--- src/ooi_pkg.sv ---
// Shared types, constants and helper functions for the out-of-order issue select block.
// Used by every module under src; depends on nothing.
`default_nettype none

package ooi_pkg;

    localparam int QUEUE_DEPTH = 16;
    localparam int PHYS_REGS   = 64;
    localparam int QW          = $clog2(QUEUE_DEPTH);
    localparam int CW          = $clog2(QUEUE_DEPTH + 1);
    localparam int SW          = QW + 1;
    localparam int MAX_RES     = 5;
    localparam int RW          = $clog2(MAX_RES + 1);

    localparam logic [2:0] CLS_INT    = 3'd0;
    localparam logic [2:0] CLS_BRANCH = 3'd1;
    localparam logic [2:0] CLS_FPADD  = 3'd2;
    localparam logic [2:0] CLS_FPMUL  = 3'd3;
    localparam logic [2:0] CLS_LOAD   = 3'd4;
    localparam logic [2:0] CLS_STORE  = 3'd5;

    localparam logic [7:0] MASK_INT    = 8'h01;
    localparam logic [7:0] MASK_BRANCH = 8'h02;
    localparam logic [7:0] MASK_INTQ   = 8'h03;
    localparam logic [7:0] MASK_FPADD  = 8'h04;
    localparam logic [7:0] MASK_FPMUL  = 8'h08;

    typedef struct packed {
        logic [2:0]  cls;
        logic [5:0]  src_a;
        logic [5:0]  src_b;
        logic [15:0] tag;
    } entry_t;

    typedef enum logic [2:0] {
        UNIT_ALU1  = 3'd0,
        UNIT_ALU2  = 3'd1,
        UNIT_ADDR  = 3'd2,
        UNIT_FPADD = 3'd3,
        UNIT_FPMUL = 3'd4
    } unit_t;

    typedef enum logic [1:0] {
        Q_NONE,
        Q_TAKE,
        Q_HEAD
    } qop_t;

    typedef enum logic [2:0] {
        S_IDLE,
        S_ENQ,
        S_ALU1,
        S_ALU2,
        S_ADDR,
        S_FPADD,
        S_FPMUL,
        S_EMIT
    } state_t;

    typedef struct packed {
        logic  capture;
        logic  enq;
        logic  step;
        unit_t unit;
        logic  adv;
    } ctrl_cmd_t;

    function automatic logic reg_ready(logic [5:0] r, logic [63:0] busy);
        return ({1'b0, r} >= 7'(PHYS_REGS)) || !busy[r];
    endfunction

    function automatic logic entry_ready(entry_t e, logic [63:0] busy);
        return reg_ready(e.src_a, busy) && reg_ready(e.src_b, busy);
    endfunction

endpackage

`default_nettype wire

--- src/ooi_ctrl.sv ---
// Controller state machine: accept, enqueue or per-unit issue steps, result drain.
// Depends on ooi_pkg.
`default_nettype none

module ooi_ctrl (
    input  wire logic        clk,
    input  wire logic        rst_n,
    input  wire logic        in_valid,
    input  wire logic        cmd,
    input  wire logic        out_stall,
    input  wire logic        emit_last,
    output logic             in_stall,
    output logic             out_valid,
    output ooi_pkg::ctrl_cmd_t ctl
);

    ooi_pkg::state_t state_reg, state_next;

    always_ff @(posedge clk or negedge rst_n)
    begin
        if (!rst_n)
        begin
            state_reg <= ooi_pkg::S_IDLE;
        end
        else
        begin
            state_reg <= state_next;
        end
    end

    always_comb
    begin
        state_next  = state_reg;
        in_stall    = 1'b1;
        out_valid   = 1'b0;
        ctl.capture = 1'b0;
        ctl.enq     = 1'b0;
        ctl.step    = 1'b0;
        ctl.unit    = ooi_pkg::UNIT_ALU1;
        ctl.adv     = 1'b0;
        case (state_reg)
            ooi_pkg::S_IDLE:
            begin
                in_stall = 1'b0;
                if (in_valid)
                begin
                    ctl.capture = 1'b1;
                    state_next  = cmd ? ooi_pkg::S_ALU1 : ooi_pkg::S_ENQ;
                end
            end
            ooi_pkg::S_ENQ:
            begin
                ctl.enq    = 1'b1;
                state_next = ooi_pkg::S_EMIT;
            end
            ooi_pkg::S_ALU1:
            begin
                ctl.step   = 1'b1;
                ctl.unit   = ooi_pkg::UNIT_ALU1;
                state_next = ooi_pkg::S_ALU2;
            end
            ooi_pkg::S_ALU2:
            begin
                ctl.step   = 1'b1;
                ctl.unit   = ooi_pkg::UNIT_ALU2;
                state_next = ooi_pkg::S_ADDR;
            end
            ooi_pkg::S_ADDR:
            begin
                ctl.step   = 1'b1;
                ctl.unit   = ooi_pkg::UNIT_ADDR;
                state_next = ooi_pkg::S_FPADD;
            end
            ooi_pkg::S_FPADD:
            begin
                ctl.step   = 1'b1;
                ctl.unit   = ooi_pkg::UNIT_FPADD;
                state_next = ooi_pkg::S_FPMUL;
            end
            ooi_pkg::S_FPMUL:
            begin
                ctl.step   = 1'b1;
                ctl.unit   = ooi_pkg::UNIT_FPMUL;
                state_next = ooi_pkg::S_EMIT;
            end
            ooi_pkg::S_EMIT:
            begin
                out_valid = 1'b1;
                if (!out_stall)
                begin
                    ctl.adv = 1'b1;
                    if (emit_last)
                    begin
                        state_next = ooi_pkg::S_IDLE;
                    end
                end
            end
            default:
            begin
                state_next = ooi_pkg::S_IDLE;
            end
        endcase
    end

endmodule

`default_nettype wire
--- config.mk ---
export PLATFORM = sky130hd
export DESIGN_NAME = ooi_ctrl
export DESIGN_NICKNAME = d
export VERILOG_FILES = /design/src/ooi_pkg.sv /design/src/ooi_ctrl.sv
export SDC_FILE = /design/constraint.sdc
export NUM_CORES = 1
export LEC_CHECK = 0
export ABC_AREA = 1
export BUFFER_PORTS_ARGS = -buffer_cell sky130_fd_sc_hd__buf_4
export CAP_MARGIN = 10
export CORE_AREA = 2 2 39 41
export CTS_CLUSTER_DIAMETER = 150
export CTS_CLUSTER_SIZE = 14
export DETAILED_ROUTE_END_ITERATION = 12
export DIE_AREA = 0 0 41 43
export GPL_TIMING_DRIVEN = 0
export SYNTH_ARGS = -nofsm -noshare
export SYNTH_HDL_FRONTEND = slang
export SYNTH_SLANG_ARGS = --single-unit
--- constraint.sdc ---
create_clock -name clk -period 1.3 [get_ports clk]
set_clock_uncertainty 0.2 [all_clocks]
set_input_delay 0.065 -clock clk [delete_from_list [all_inputs] [get_ports clk]]
set_output_delay 0.065 -clock clk [all_outputs]
set_load 0.01 [all_outputs]
==> out/metrics.csv, run 1 <==
stage,metric,value,unit
clocking,CTS tree,done,
floorplan,die width,41,um
drt,DRC viols,0,
global_route,vias in the first global route,274,
flow_run,Max-cap violations,0,
synth,Mapped Cells,34,
sta,setup violators final,6,
clocking,CTS Sinks,3,
drt,vias,308,
global_route,gr ovfl total,0,
clocking,Clock Tree Buf Depth,2,
finish,n_diodes,0,
clocking,later-pin clock latency in the skew report,0.23,ns
power,Tot Pwr,0.00127,W
synth,Synth cell types,15,
drt,post-DR wirelength/cell,8.99,um
sta,setup slack after layout,-0.0842,ns
power,Internal,0.000715,W
synth,Synth Area in XOR/XNOR,3.78,%
synth,compound-cell area share of the yosys netlist,14.1,%
power,combinational share of power,69.6,%
finish,share of the core filled with cells,37.5,%
drt,drt first pass iters,3,
finish,area delta synth->final,124,%
drt,total wire length,710,um
critical_path,Crit path arrival time,1.12,ns
sta,worst slew pin tran,0.227,ns
synth,Netlist Area Pre-Place,231,um2
floorplan,die span in y,43,um
critical_path,critical path data required time,1.03,ns
power,Leakage,0.263,nW
synth,"Seq/Total Area, Yosys",32.4,%
critical_path,Worst setup SP type,register,
synth,main combinational cell family by area after synthesis,simple AND/OR/NAND/NOR gates,
finish,most frequent cells in the layout,"18 x buf_4, 7 x nand2_1, 6 x dlygate4sd3_1",
floorplan,row count,14,
critical_path,Worst Setup SP,state_reg[1]$_DFFE_PN0P_,
critical_path,crit path kind,register to output pin,
placement,PortBufs,14,
power,PD cells,2440,mW/mm2
global_route,first-pass GRT wire length,972,um
critical_path,R2R Path Start,state_reg[1]$_DFFE_PN0P_,
sta,crit path time final,1.38,ns
clocking,H-tree lvl count,1,
min_path,min-delay src,out_stall,
floorplan,I/O Pins,15,
sta,Final period util,106,%
critical_path,Critical Path End Type,output pin,
floorplan,initial core utilization,16.7,%
sta,max-slew violation count,0,
min_path,Hold Crit Class,input pin to output pin,
drt,initial detailed-routing violation count,3,
finish,share of cells above drive strength 1,58.7,%
finish,"most common cell after layout, fill and taps aside",buf_4,
synth,Synth Net Count,40,
synth,Adder-Cell Fraction of Synth Area,0,%
sta,Slew HR,84.9,%
synth,Synth Area in Simple Gates,41.6,%
floorplan,Core Region,0.00138,mm2
floorplan,Die Area,0.00176,mm2
placement,GPL Wtd Cong,0.609,
global_route,initial antenna violation count,0,
clocking,Root Buffer,clkbuf_4,
synth,#FFs+latches synth,3,
finish,max reg flops,3,
finish,layout net count,70,
critical_path,crit-path max FO,5,
global_route,largest net degree at the start of global routing,7,
power,Sw Ratio,43.5,%
synth,Ys Warns,0,
status,failing checks,setup timing,
clocking,Num CTS Buffers,3,
drt,drt via density,3.90,
sta,unrepaired setup endpoints after global routing,yes,
sta,fmax,0.722,GHz
drt,post-route ant nets,0,
placement,Detailed Place HPWL,480,um
power,VDD IR max,0.600,mV
global_route,GRT Resource Usage Total,8.34,%
finish,Filler cells,153,
power,Sw Pwr,0.000550,W
synth,Synth Area per Inst,6.81,um2
sta,Final Hold Fails,0,
status,status,finished with violations,
synth,mux cell area share after synthesis,0,%
power,sequential share of power,17.6,%
clocking,clk slew on worst S/H paths,0.03,ns
power,Clock power frac,12.8,%
-- through the flow --
stage	area (um2)	hold slack [ns]	setup WS (ns)	instances	TNS (ns)
floorplan	231	-0.431	0.122	34	0
global placement	357	-0.345	0.0426	64	0
global route	519	0.198	-0.135	79	-0.666
CTS	485	0.179	-0.121	77	-0.500
finish	519	0.187	-0.0842	79	-0.318
detailed placement	357	-0.343	0.0437	64	0
-- synthesized netlist by cell type (all sizes together) --
library cell / n / area (um2)
nand2: 10 / 40.0
nor2: 7 / 36.3
inv: 5 / 18.8
dfrtp: 3 / 75.1
nand3: 3 / 15.0
o21ai: 2 / 13.8
a21boi: 1 / 11.3
nor3: 1 / 5.00
o211ai: 1 / 7.51
xnor2: 1 / 8.76
-- what timing repair did --
item,in CTS,in global routing
setup buffers,3,2
hold buffers,6,0
resized for setup,7,4
setup endpoints to repair,8,9
endpoints found under the hold margin,6,0
pin swaps,1,2
-- worst max-delay path, stage by stage (launching register included) --
cell and delay, ns:
dfrtp_2 0.44, nor2_4 0.15, inv_2 0.06, nand2_2 0.06
nor2_1 0.04, buf_4 0.14
-- kinds of logic (layout without fill, tap and decap cells) --
group,count (synthesis),after routing
buffers and inverters,5,34
and+or+nand+nor,21,21
DFF,3,3
xor gates and xnor gates,1,1
AOI/OAI and AO/OA,4,4
-- per-layer routing --
metal | vias up | routed length (um) | part of all wire, % | global-route usage (%)
li1 | 164 | - | - | -
met1 | 136 | 291 | 41 | 8.06
met2 | 8 | 389 | 55 | 13.4
met3 | 0 | 29 | 4.1 | 3.14
met4 | 0 | 0 | 0 | 6.00
met5 | - | 0 | 0 | 0
-- final timing paths --
check / depth (start not counted) / end / slack, ns
hold reg to reg: 1 / state_reg[2]$_DFFE_PN0P_ / 0.37
hold / removal: 3 / ctl[0] / 0.19
setup reg to reg: 4 / state_reg[0]$_DFFE_PN0P_ / 0.05
max in group asynchronous: 3 / state_reg[1]$_DFFE_PN0P_ / 0.21
setup / recovery: 5 / ctl[1] / -0.08
min in group asynchronous: 3 / state_reg[0]$_DFFE_PN0P_ / 0.52
-- final cells by class --
cell class / count / area (um2) / share of cell area (%)
timing repair buffer: 25 / 206 / 39.8
multi-input combinational: 26 / 170 / 32.8
sequential: 3 / 77.6 / 14.9
clock buffer: 4 / 26.3 / 5.06
tap: 16 / 20.0 / 3.86
inverter: 5 / 18.8 / 3.61
-- power groups by stage --
stage,Clock [W],Combinational (W),Sequential [W]
finish,0.000162,0.000881,0.000223
global route,0.000171,0.000980,0.000231
CTS,0.000166,0.000786,0.000220
detailed placement,0,0.000650,0.000221
global placement,0,0.000639,0.000219
floorplan,0,0.000403,0.000208
(Power assumes the default switching activity.)
==> inputs of run 2 (changes only) <==
--- a/config.mk
+++ b/config.mk
@@ -8,11 +8,11 @@
 export ABC_AREA = 1
 export BUFFER_PORTS_ARGS = -buffer_cell sky130_fd_sc_hd__buf_4
 export CAP_MARGIN = 10
-export CORE_AREA = 2 2 39 41
+export CORE_AREA = 5 5 42 44
 export CTS_CLUSTER_DIAMETER = 150
 export CTS_CLUSTER_SIZE = 14
 export DETAILED_ROUTE_END_ITERATION = 12
-export DIE_AREA = 0 0 41 43
+export DIE_AREA = 0 0 47 49
 export GPL_TIMING_DRIVEN = 0
 export SYNTH_ARGS = -nofsm -noshare
 export SYNTH_HDL_FRONTEND = slang
==> out/metrics.csv, run 2 (synthesis gave the netlist of run 1 again) <==
stage,metric,value,unit,change
status,status,finished with violations,,
status,failing checks,setup timing,,
floorplan,I/O Pins,15,,unchanged
placement,Detailed Place HPWL,533,um,+11%
critical_path,Crit path arrival time,1.13,ns,about the same
finish,share of cells above drive strength 1,62.3,%,+3.6 points
placement,PortBufs,14,,unchanged
placement,GPL Wtd Cong,0.702,,+15%
clocking,Clock Tree Buf Depth,2,,unchanged
clocking,clk slew on worst S/H paths,0.03,ns,about the same
finish,layout net count,68,,-2.9%
drt,vias,309,,+0.32%
global_route,GRT Resource Usage Total,6.98,%,-1.4 points
sta,Slew HR,84.9,%,about the same
critical_path,crit-path max FO,6,,+1
power,VDD IR max,0.665,mV,+11%
sta,max-slew violation count,0,,unchanged
drt,drt via density,4.01,,+2.9%
sta,worst slew pin tran,0.226,ns,-0.000613 ns
sta,Final period util,108,%,+1.1 points
clocking,CTS tree,done,,
clocking,Root Buffer,clkbuf_4,,
floorplan,initial core utilization,16.5,%,-0.21 points
sta,Final Hold Fails,0,,unchanged
global_route,largest net degree at the start of global routing,8,,+1
sta,total negative slack,-0.449,ns,-0.131 ns
drt,drt first pass iters,4,,+1
drt,post-DR wirelength/cell,9.58,um,+6.6%
floorplan,die width,47,um,+15%
global_route,first-pass GRT wire length,1140,um,+17%
sta,unrepaired setup endpoints after global routing,yes,,
power,PD cells,2490,mW/mm2,+2.1%
finish,"most common cell after layout, fill and taps aside",buf_4,,
floorplan,Die Area,0.00230,mm2,+31%
finish,share of the core filled with cells,35.5,%,-2.0 points
clocking,later-pin clock latency in the skew report,0.23,ns,about the same
critical_path,crit path kind,register to output pin,,
clocking,Num CTS Buffers,3,,unchanged
floorplan,row count,14,,unchanged
critical_path,Critical Path End Type,output pin,,
placement,Place WS,0.0337,ns,-0.0100 ns
global_route,gr ovfl total,0,,unchanged
drt,total wire length,738,um,+3.9%
drt,post-route ant nets,0,,unchanged
flow_run,Max-cap violations,0,,unchanged
global_route,initial antenna violation count,0,,unchanged
critical_path,critical path data required time,1.03,ns,about the same
critical_path,R2R Path Start,state_reg[1]$_DFFE_PN0P_,,
floorplan,Core Region,0.00140,mm2,+1.3%
clocking,CTS Sinks,3,,unchanged
critical_path,Worst Setup SP,state_reg[1]$_DFFE_PN0P_,,
finish,n_diodes,0,,unchanged
min_path,min-delay src,in_valid,,
sta,fmax,0.715,GHz,-1.0%
floorplan,die span in y,49,um,+14%
finish,area delta synth->final,115,%,
critical_path,Worst setup SP type,register,,
sta,setup violators final,7,,+1
sta,setup slack after layout,-0.0987,ns,-0.0145 ns
clocking,H-tree lvl count,1,,unchanged
drt,DRC viols,0,,unchanged
drt,initial detailed-routing violation count,2,,-1
min_path,Hold Crit Class,input pin to register,,
finish,max reg flops,3,,unchanged
sta,crit path time final,1.40,ns,+0.0145 ns
power,Leakage,0.244,nW,-7.0%
finish,most frequent cells in the layout,"17 x buf_4, 5 x nand2_1, 5 x nand2_2, 5 x dlygate4sd3_1, 4 x nor2_1",,
global_route,vias in the first global route,313,,+14%
-- run 2: changes by cell type in the layout (fill, tap and decap cells not counted), moves of 2 or more --
| cell | change |
|---|---|
| nand2_1 | -2 |
| nand2_2 | +2 |
| nand3_1 | +2 |
| nand3_2 | -2 |
-- run 2: worst paths after layout --
kind | to | depth (start not counted) | slack, ns
setup / recovery | ctl[1] | 5 | -0.1
hold / removal | state_reg[1]$_DFFE_PN0P_ | 5 | 0.005
setup reg to reg | state_reg[0]$_DFFE_PN0P_ | 6 | 0.01
hold reg to reg | state_reg[2]$_DFFE_PN0P_ | 1 | 0.40
max in group asynchronous | state_reg[1]$_DFFE_PN0P_ | 3 | 0.21
min in group asynchronous | state_reg[2]$_DFFE_PN0P_ | 3 | 0.52
-- run 2: where the power goes --
group	internal [W]	switching [W]
logic	0.000418	0.000404
clock network	0.000115	0.0000485
registers	0.000153	0.000100
-- run 2: worst max-delay path: stages (launching register included) --
cell and delay [ns]:
dfrtp_2 0.45, nor2_4 0.16, inv_2 0.06, nand2_2 0.07
nor2_2 0.03, buf_4 0.13
-- run 2: final cells by class --
class / instances / area [um2]
Fill cell: 166 / 903
Timing Repair Buffer: 23 / 189
Inverter: 5 / 23.8
Clock buffer: 4 / 26.3
Sequential cell: 3 / 78.8
Multi-Input combinational cell: 26 / 160
Tap cell: 16 / 20.0
-- run 2: through the flow --
stage,hold WS (ns),instances,area [um2],power [W]
after floorplan,-0.431,34,231,0.000610
after global placement,-0.346,64,357,0.000862
after detailed placement,-0.345,64,357,0.000883
after CTS,0.00804,75,462,0.00116
after global routing,0.0313,77,498,0.00135
final,0.00541,77,498,0.00124
-- run 2: timing repair --
action | CTS | global route
gates resized for setup | 6 | 9
pin swaps | 1 | 4
hold buffers | 5 | 0
endpoints found under the setup margin | 8 | 9
buffers inserted | 2 | 2
hold endpoints to repair | 6 | 0
-- run 2: routing by layer --
layer | up-vias | track usage, % | wire length, um
li1 | 161 | - | -
met3 | 0 | 2.95 | 94
met5 | - | 0 | 0
met1 | 136 | 6.40 | 281
met4 | 0 | 5.53 | 0
met2 | 12 | 11.3 | 362
